## src/rtl/kh_pkg.sv

```systemverilog
// Package: constants, bus types and mix helper functions for the key hash scrambler.
`default_nettype none
package kh_pkg;

    localparam int LENGTH_BITS = 32;
    localparam int KEY_LEN_W   = 32;
    localparam int LEN_W       = (LENGTH_BITS < KEY_LEN_W) ? LENGTH_BITS : KEY_LEN_W;

    localparam logic [63:0] K0  = 64'ha0761d6478bd642f;
    localparam logic [63:0] K1  = 64'he7037ed1a0b428db;
    localparam logic [63:0] K2  = 64'h8ebc6af09c88c6e3;
    localparam logic [63:0] K3  = 64'h589965cc75374cc3;
    localparam logic [63:0] K4  = 64'h1d8e4e27c47d124f;
    localparam logic [63:0] AV1 = 64'hbf58476d1ce4e5b9;
    localparam logic [63:0] AV2 = 64'h94d049bb133111eb;
    localparam logic [63:0] RF1 = 64'h2127599bf4325c37;

    localparam logic [7:0] PREFIX_PLAIN = 8'h68;
    localparam logic [7:0] PREFIX_SHUF  = 8'h73;

    localparam logic [1:0] CFG_SHUFFLE = 2'd0;
    localparam logic [1:0] CFG_SEED    = 2'd1;

    typedef struct packed {
        logic        start;
        logic [63:0] a;
        logic [63:0] b;
    } mul_req_t;

    typedef struct packed {
        logic         done;
        logic [127:0] prod;
    } mul_rsp_t;

    function automatic logic [63:0] round_const(input logic [1:0] idx);
        logic [63:0] c;
        case (idx)
            2'd0:    c = K0;
            2'd1:    c = K1;
            2'd2:    c = K2;
            default: c = K3;
        endcase
        return c;
    endfunction

    // xor-fold of a 128-bit product
    function automatic logic [63:0] fold(input logic [127:0] p);
        return p[63:0] ^ p[127:64];
    endfunction

    // round function input side, before the multiply
    function automatic logic [63:0] round_pre(input logic [31:0] half, input logic [63:0] rk);
        logic [63:0] x;
        x = {32'b0, half} ^ rk;
        x = x ^ (x >> 23);
        return x;
    endfunction

    // round function output side, after the multiply
    function automatic logic [31:0] round_post(input logic [63:0] p);
        logic [63:0] x;
        x = p ^ (p >> 47);
        return x[31:0] ^ x[63:32];
    endfunction

endpackage
`default_nettype wire

```

## src/rtl/kh_mul.sv

```systemverilog
// Iterative 64x64->128 multiplier built on one 32x32 multiplier, one partial product a cycle.
`default_nettype none
module kh_mul (
    input  wire logic          clk,
    input  wire logic          rst_n,
    input  wire kh_pkg::mul_req_t req,
    output kh_pkg::mul_rsp_t   rsp
);

    logic         busy_reg;
    logic         done_reg;
    logic [2:0]   cnt_reg;
    logic [63:0]  a_reg;
    logic [63:0]  b_reg;
    logic [63:0]  pp_reg;
    logic [127:0] acc_reg;

    logic [1:0]   step;
    logic [1:0]   prev_step;
    logic [31:0]  a_half;
    logic [31:0]  b_half;
    logic [127:0] pp_shifted;

    assign step      = cnt_reg[1:0];
    assign prev_step = 2'(cnt_reg - 3'd1);
    assign a_half    = step[1] ? a_reg[63:32] : a_reg[31:0];
    assign b_half    = step[0] ? b_reg[63:32] : b_reg[31:0];

    always_comb
    begin
        case (prev_step)
            2'd0:    pp_shifted = {64'b0, pp_reg};
            2'd3:    pp_shifted = {pp_reg, 64'b0};
            default: pp_shifted = {32'b0, pp_reg, 32'b0};
        endcase
    end

    always_ff @(posedge clk or negedge rst_n)
    begin
        if (!rst_n)
        begin
            busy_reg <= 1'b0;
            done_reg <= 1'b0;
            cnt_reg  <= 3'd0;
        end
        else if (req.start)
        begin
            busy_reg <= 1'b1;
            done_reg <= 1'b0;
            cnt_reg  <= 3'd0;
        end
        else if (busy_reg)
        begin
            cnt_reg <= cnt_reg + 3'd1;
            if (cnt_reg == 3'd4)
            begin
                busy_reg <= 1'b0;
                done_reg <= 1'b1;
            end
        end
        else
        begin
            done_reg <= 1'b0;
        end
    end

    always_ff @(posedge clk)
    begin
        if (req.start)
        begin
            a_reg   <= req.a;
            b_reg   <= req.b;
            acc_reg <= '0;
        end
        else if (busy_reg)
        begin
            if (cnt_reg != 3'd4)
                pp_reg <= 64'(a_half) * 64'(b_half);
            if (cnt_reg != 3'd0)
                acc_reg <= acc_reg + pp_shifted;
        end
    end

    assign rsp.done = done_reg;
    assign rsp.prod = acc_reg;

endmodule
`default_nettype wire

```

## src/rtl/key_hash_feistel_scramble_core.sv

```systemverilog
// Top level: word sequencer, hash state, avalanche and Feistel rounds on a shared multiplier.
// Each 64-bit product is built from 4 partial products on the single 32x32 multiplier.
// Non-final word: key_stall stays high while its mix is computed, so no new word is taken
// meanwhile. Final word: mixes, avalanche, Feistel rounds when shuffling, then the output.
// key_stall is high while a word is in work; a result may wait in the output register.
// Reset (rst_n, asynchronous, active low) clears the hash state, FSM state, length, open flag, config and valid.
`default_nettype none
module key_hash_feistel_scramble_core (
    input  wire logic        clk,
    input  wire logic        rst_n,
    input  wire logic        key_valid,
    output logic             key_stall,
    input  wire logic [63:0] key_word,
    input  wire logic [3:0]  valid_bytes,
    input  wire logic        first_word,
    input  wire logic        last_word,
    input  wire logic [31:0] key_length,
    output logic             res_valid,
    input  wire logic        res_stall,
    output logic [7:0]       key_prefix,
    output logic [63:0]      key_value,
    input  wire logic        cfg_valid,
    output logic             cfg_ready,
    input  wire logic [1:0]  cfg_index,
    input  wire logic [63:0] cfg_data
);

    localparam logic [2:0] ST_IDLE = 3'd0;
    localparam logic [2:0] ST_MIX1 = 3'd1;
    localparam logic [2:0] ST_MIX2 = 3'd2;
    localparam logic [2:0] ST_AV1  = 3'd3;
    localparam logic [2:0] ST_AV2  = 3'd4;
    localparam logic [2:0] ST_RND  = 3'd5;
    localparam logic [2:0] ST_DONE = 3'd6;

    logic [2:0]              state_reg, state_next;
    logic [63:0]             h_reg, h_next;
    logic [kh_pkg::LEN_W-1:0] len_reg, len_next;
    logic                    open_reg, open_next;
    logic                    last_reg, last_next;
    logic [63:0]             tail_reg, tail_next;
    logic [63:0]             v_reg, v_next;
    logic [1:0]              round_reg, round_next;
    logic                    res_valid_reg, res_valid_next;
    logic [7:0]              prefix_reg, prefix_next;
    logic [63:0]             value_reg, value_next;
    logic                    shuffle_reg;
    logic [63:0]             seed_reg;

    kh_pkg::mul_req_t mul_req;
    kh_pkg::mul_rsp_t mul_rsp;

    logic [63:0] word_m;
    logic        full;
    logic [63:0] h_start;
    logic [63:0] hmix;
    logic [63:0] len_ext;
    logic [63:0] vt;
    logic [31:0] nr;

    kh_mul u_mul (
        .clk   (clk),
        .rst_n (rst_n),
        .req   (mul_req),
        .rsp   (mul_rsp)
    );

    always_comb
    begin
        for (int i = 0; i < 8; i++)
            word_m[i*8 +: 8] = (4'(i) < valid_bytes) ? key_word[i*8 +: 8] : 8'h00;
    end

    assign full    = (valid_bytes >= 4'd8);
    assign len_ext = 64'(len_reg);
    assign h_start = first_word ? (kh_pkg::K0 ^ 64'(key_length[kh_pkg::LEN_W-1:0])) : h_reg;
    assign hmix    = kh_pkg::fold(mul_rsp.prod);

    always_comb
    begin
        state_next     = state_reg;
        h_next         = h_reg;
        len_next       = len_reg;
        open_next      = open_reg;
        last_next      = last_reg;
        tail_next      = tail_reg;
        v_next         = v_reg;
        round_next     = round_reg;
        res_valid_next = res_valid_reg && res_stall;
        prefix_next    = prefix_reg;
        value_next     = value_reg;
        mul_req.start  = 1'b0;
        mul_req.a      = '0;
        mul_req.b      = '0;
        vt             = '0;
        nr             = '0;
        case (state_reg)
            ST_IDLE:
            begin
                if (key_valid && (first_word || open_reg))
                begin
                    if (first_word)
                    begin
                        len_next  = key_length[kh_pkg::LEN_W-1:0];
                        open_next = 1'b1;
                    end
                    h_next        = h_start;
                    last_next     = last_word;
                    tail_next     = (last_word && !full) ? word_m : 64'b0;
                    mul_req.start = 1'b1;
                    if (!last_word || full)
                    begin
                        mul_req.a  = word_m ^ kh_pkg::K1;
                        mul_req.b  = h_start ^ kh_pkg::K2;
                        state_next = ST_MIX1;
                    end
                    else
                    begin
                        mul_req.a  = word_m ^ kh_pkg::K3;
                        mul_req.b  = h_start ^ kh_pkg::K4;
                        state_next = ST_MIX2;
                    end
                end
            end
            ST_MIX1:
            begin
                if (mul_rsp.done)
                begin
                    h_next = hmix;
                    if (!last_reg)
                        state_next = ST_IDLE;
                    else
                    begin
                        mul_req.start = 1'b1;
                        mul_req.a     = tail_reg ^ kh_pkg::K3;
                        mul_req.b     = hmix ^ kh_pkg::K4;
                        state_next    = ST_MIX2;
                    end
                end
            end
            ST_MIX2:
            begin
                if (mul_rsp.done)
                begin
                    h_next        = hmix;
                    open_next     = 1'b0;
                    vt            = hmix ^ len_ext;
                    mul_req.start = 1'b1;
                    mul_req.a     = vt ^ (vt >> 30);
                    mul_req.b     = kh_pkg::AV1;
                    state_next    = ST_AV1;
                end
            end
            ST_AV1:
            begin
                if (mul_rsp.done)
                begin
                    vt            = mul_rsp.prod[63:0];
                    mul_req.start = 1'b1;
                    mul_req.a     = vt ^ (vt >> 27);
                    mul_req.b     = kh_pkg::AV2;
                    state_next    = ST_AV2;
                end
            end
            ST_AV2:
            begin
                if (mul_rsp.done)
                begin
                    vt     = mul_rsp.prod[63:0];
                    vt     = vt ^ (vt >> 31);
                    v_next = vt;
                    if (shuffle_reg)
                    begin
                        round_next    = 2'd0;
                        mul_req.start = 1'b1;
                        mul_req.a     = kh_pkg::round_pre(vt[31:0],
                                            seed_reg ^ kh_pkg::round_const(2'd0));
                        mul_req.b     = kh_pkg::RF1;
                        state_next    = ST_RND;
                    end
                    else
                        state_next = ST_DONE;
                end
            end
            ST_RND:
            begin
                if (mul_rsp.done)
                begin
                    nr     = v_reg[63:32] ^ kh_pkg::round_post(mul_rsp.prod[63:0]);
                    v_next = {v_reg[31:0], nr};
                    if (round_reg == 2'd3)
                        state_next = ST_DONE;
                    else
                    begin
                        round_next    = round_reg + 2'd1;
                        mul_req.start = 1'b1;
                        mul_req.a     = kh_pkg::round_pre(nr,
                                            seed_reg ^ kh_pkg::round_const(round_reg + 2'd1));
                        mul_req.b     = kh_pkg::RF1;
                    end
                end
            end
            ST_DONE:
            begin
                if (!res_valid_reg || !res_stall)
                begin
                    res_valid_next = 1'b1;
                    value_next     = v_reg;
                    prefix_next    = shuffle_reg ? kh_pkg::PREFIX_SHUF : kh_pkg::PREFIX_PLAIN;
                    state_next     = ST_IDLE;
                end
            end
            default:
            begin
                state_next = ST_IDLE;
            end
        endcase
    end

    always_ff @(posedge clk or negedge rst_n)
    begin
        if (!rst_n)
        begin
            state_reg     <= ST_IDLE;
            h_reg         <= '0;
            len_reg       <= '0;
            open_reg      <= 1'b0;
            res_valid_reg <= 1'b0;
            shuffle_reg   <= 1'b0;
            seed_reg      <= '0;
        end
        else
        begin
            state_reg     <= state_next;
            h_reg         <= h_next;
            len_reg       <= len_next;
            open_reg      <= open_next;
            res_valid_reg <= res_valid_next;
            if (cfg_valid && cfg_ready)
            begin
                if (cfg_index == kh_pkg::CFG_SHUFFLE)
                    shuffle_reg <= cfg_data[0];
                else if (cfg_index == kh_pkg::CFG_SEED)
                    seed_reg <= cfg_data;
            end
        end
    end

    always_ff @(posedge clk)
    begin
        last_reg   <= last_next;
        tail_reg   <= tail_next;
        v_reg      <= v_next;
        round_reg  <= round_next;
        prefix_reg <= prefix_next;
        value_reg  <= value_next;
    end

    assign key_stall  = (state_reg != ST_IDLE);
    assign res_valid  = res_valid_reg;
    assign key_prefix = prefix_reg;
    assign key_value  = value_reg;
    assign cfg_ready  = 1'b1;

    a_res_from_done: assert property (@(posedge clk) disable iff (!rst_n)
        $rose(res_valid_reg) |-> $past(state_reg == ST_DONE))
        else $error("result raised outside the output state");

    a_done_in_mul_state: assert property (@(posedge clk) disable iff (!rst_n)
        mul_rsp.done |-> (state_reg == ST_MIX1 || state_reg == ST_MIX2 ||
                          state_reg == ST_AV1 || state_reg == ST_AV2 || state_reg == ST_RND))
        else $error("multiplier finished with no product pending");

    a_close_on_tail: assert property (@(posedge clk) disable iff (!rst_n)
        $fell(open_reg) |-> $past(state_reg == ST_MIX2))
        else $error("key closed outside the tail mix");

    a_rounds_need_shuffle: assert property (@(posedge clk) disable iff (!rst_n)
        (state_reg == ST_RND) |-> shuffle_reg)
        else $error("Feistel rounds with shuffling off");

endmodule
`default_nettype wire
```

## config.mk

```make
export PLATFORM = sky130hd
export DESIGN_NAME = key_hash_feistel_scramble_core
export DESIGN_NICKNAME = d
export VERILOG_FILES = /design/src/rtl/kh_pkg.sv /design/src/rtl/kh_mul.sv /design/src/rtl/key_hash_feistel_scramble_core.sv
export SDC_FILE = /design/constraint.sdc
export NUM_CORES = 2
export LEC_CHECK = 0
export ABC_AREA = 1
export BUFFER_PORTS_ARGS = -buffer_cell sky130_fd_sc_hd__buf_2
export CAP_MARGIN = 20
export CORE_MARGIN = 2
export CORE_UTILIZATION = 40
export CTS_CLUSTER_SIZE = 14
export DETAILED_ROUTE_END_ITERATION = 6
export PLACE_DENSITY_LB_ADDON = 0.15
export SLEW_MARGIN = 10
export SYNTH_ARGS = -nofsm -noshare
export SYNTH_HDL_FRONTEND = slang
export SYNTH_SLANG_ARGS = --single-unit
```

## constraint.sdc

```tcl
create_clock -name clk -period 21.5 [get_ports clk]
set_input_delay 1.075 -clock clk [delete_from_list [all_inputs] [get_ports clk]]
set_output_delay 1.075 -clock clk [all_outputs]
set_load 0.005 [all_outputs]
```

==> summary.md <==
| Metric | Value |
|---|---|
| Cell variety after synth | `54` |
| Congestion Overflow GR | `0` |
| Aggregate negative setup slack | `0 ns` |
| Clock Latency Late Sink | `0.76 ns` |
| Crit Path Class | `flip-flop to flip-flop` |
| IO Count | `roughly 250` |
| Core area | `0.2025 mm2` |
| Layout Nets | `12521` |
| Synth Instances | `roughly 11000` |
| Async SR Flop Fraction | `0.2485` |
| Clock Tree Buf Depth | `3` |
| Pre-Repair DR Iteration Count | `6` |
| Inserted Clock Buffers | `between 80 and 90` |
| Mean Syn Cell Area | `7.443 um2` |
| Yosys warnings | `0` |
| Largest net degree at the start of global routing | `between 100 and 150` |
| PostCTS Resize Cnt | `0` |
| Slew Limit Headroom | `0.1210` |
| Worst Hold Slack | `approximately 0.42 ns` |
| Total GRT Usage | `0.4065` |
| First-pass GRT wire length | `589.2 mm` |
| # H-tree levels | `3` |
| Gpl congestion | `~1.1` |
| Clock slew at reported path FFs | `~0.06 ns` |
| Post-synthesis register bit count | `roughly 690` |
| Critical path's largest stage delay | `~0.86 ns` |
| Crit path time final | `9.912 ns` |
| Worst setup EP type | `flip-flop` |
| Starting density of the core | `0.4034` |
| FP Rows | `between 150 and 200` |
| Post-route ant nets | `0` |
| Number of global-route vias before repair | `75189` |
| Max frequency | `about 100 MHz` |
| Slew Limit Fails | `0` |
| Synth-to-Final Area Change | `9.172%` |
| Crit-path slowest cell | `clkinv_1` |
| Family with the most delay on the worst path | `adder cells` |
| Crit-path max FO | `19` |
| Die area | `roughly 0.21 mm2` |
| EDFF count, synth | `between 300 and 400` |
| Dominant cell type by area after synthesis | `fa_1` |
| Synth top area share | `0.2198` |
| RSZ-0062 raised after global routing | `no` |
| Most used cell, CP | `fa_1` |
| Hold_buf cts | `0` |
| CTS tree | `yes` |
| Worst Hold Class | `input port to asynchronous set/reset pin` |
| Synth Flop Type | `edfxtp_1` |
| Clock skew | `approximately 0.068 ns` |
| Slew @ Worst Pin | `around 1.3 ns` |
| # setup viols final | `0` |
| Routed WL per cell | `between 30 and 40 um` |
| CTS Root Cell | `clkbuf_16` |
| Total Wirelength | `around 430 mm` |
| Via density | `between 5 and 6` |
| Number of flip-flops under the largest register name | `roughly 130` |
| Critical path data arrival time | `10.42 ns` |
| DRC | `0` |
| DR vias | `76312` |
| Max-cap violations | `0` |
| Synth top area cells | `fa_1 (22%), edfxtp_1 (14%), nand2_1 (12%), inv_1 (11%), ha_1 (6.1%)` |
| CP Launch Type | `flip-flop` |
| CP bufs+invs | `8` |
| Die Height | `about 460 um` |
| WP data required | `around 22 ns` |
| Post-Syn Area | `between 0.08 and 0.09 mm2` |
| Die W | `roughly 460 um` |
| Share of cells above drive strength 1 | `0.07094` |
| Final Cycle Share | `0.4610` |
| Sequential area share after synthesis | `0.2267` |
| Initial antenna violation count | `28` |
| Postcts setup bufs | `0` |
| Outcome | `finished, final reports clean` |
| Final Hold Viols | `0` |
| Port Buf Inserts | `~240` |
| Clk sinks | `approximately 690` |
| Initial DRC count | `approximately 10000` |
| Dpl hpwl | `351.3 mm` |
==> final cells by class <==
class,count,area [um2]
fill,20944,113300
multi-input combinational,7492,52910
sequential,688,18530
inverter,2372,8914
tap,2672,3343
timing repair buffer,410,2521
clock buffer,116,2365
clock inverter,44,579.3
antenna,12,30.03
==> through the flow <==
stage	worst slack, ns	util	cells	cell area [um2]
2_1_floorplan	13.93	-	10987	81740
3_3_place_gp	11.61	0.4252	13624	86110
3_5_place_dp	11.68	0.4256	13631	86190
4_1_cts	11.60	0.4401	13791	89140
5_1_grt	11.30	0.4402	13795	89160
6_report	11.59	0.4404	13806	89190
==> cell usage after synthesis (22+ instances only) <==
cell,count
dfxtp_1,128
a21oi_1,360
or2_2,77
inv_1,2339
dfrtp_1,171
mux2_2,78
ha_1,401
nand2_1,2640
o22ai_1,87
fa_1,897
o21ai_1,76
nand4_1,32
xor2_1,278
clkinv_1,25
nand3_1,227
a31oi_1,44
o21ai_0,373
o21a_1,22
nor2_1,1326
edfxtp_1,389
nor3_1,54
o221ai_1,24
clkbuf_1,374
xnor2_1,256
buf_1,28
o211ai_1,79
o2111ai_1,23
==> placed cells by master (no fill, tap or decap), drive strengths merged, types with 78 or more instances in the layout <==
cell type and n:
mux2 78, o211ai 79, xnor2 256, o21ai 449, dfxtp 128, fa 897, inv 2351, nor2 1332
a21oi 360, nand2 2640, nand3 227, buf 409, edfxtp 389, dfrtp 171, xor2 278, clkbuf 117
o22ai 87, ha 401
==> cell families (layout without fill, tap and decap cells) <==
kind of cell / count (synthesis) / count (layout) / synth area share
other cells: 2 / 25 / 0.00009193
simple gates: 4383 / 4383 / 0.2103
fa+ha+maj: 1298 / 1298 / 0.2812
flops: 688 / 688 / 0.2267
buf+inv: 2807 / 2942 / 0.1300
xor+xnor: 534 / 534 / 0.05725
mux: 81 / 81 / 0.01112
compound gates: 1183 / 1183 / 0.08324
==> routing by layer <==
metal	GRT usage	vias up	share of wire
met3	0.08399	755	0.094
met5	0	-	0.00039
met2	0.6380	4052	0.44
met4	0.1997	18	0.061
li1	-	33327	-
met1	0.5330	38160	0.40
==> final timing paths <==
| kind | startpoint | end | cells after the start | slack (ns) |
|---|---|---|---|---|
| max | u_mul.cnt_reg[1] | u_mul.pp_reg[50] | 27 | 11.59 |
| min | rst_n | seed_reg[20] | 1 | 0.42 |
| max reg2reg | u_mul.cnt_reg[1] | u_mul.pp_reg[50] | 27 | 11.59 |
| min reg2reg | v_reg[21] | key_value[21] | 0 | 0.45 |
| max in group asynchronous | rst_n | h_reg[18] | 2 | 19.70 |
| min in group clk | v_reg[21] | key_value[21] | 0 | 0.45 |
Power is not shown: default switching activity piles up to over one toggle a cycle in this logic, so the estimate is an artifact.
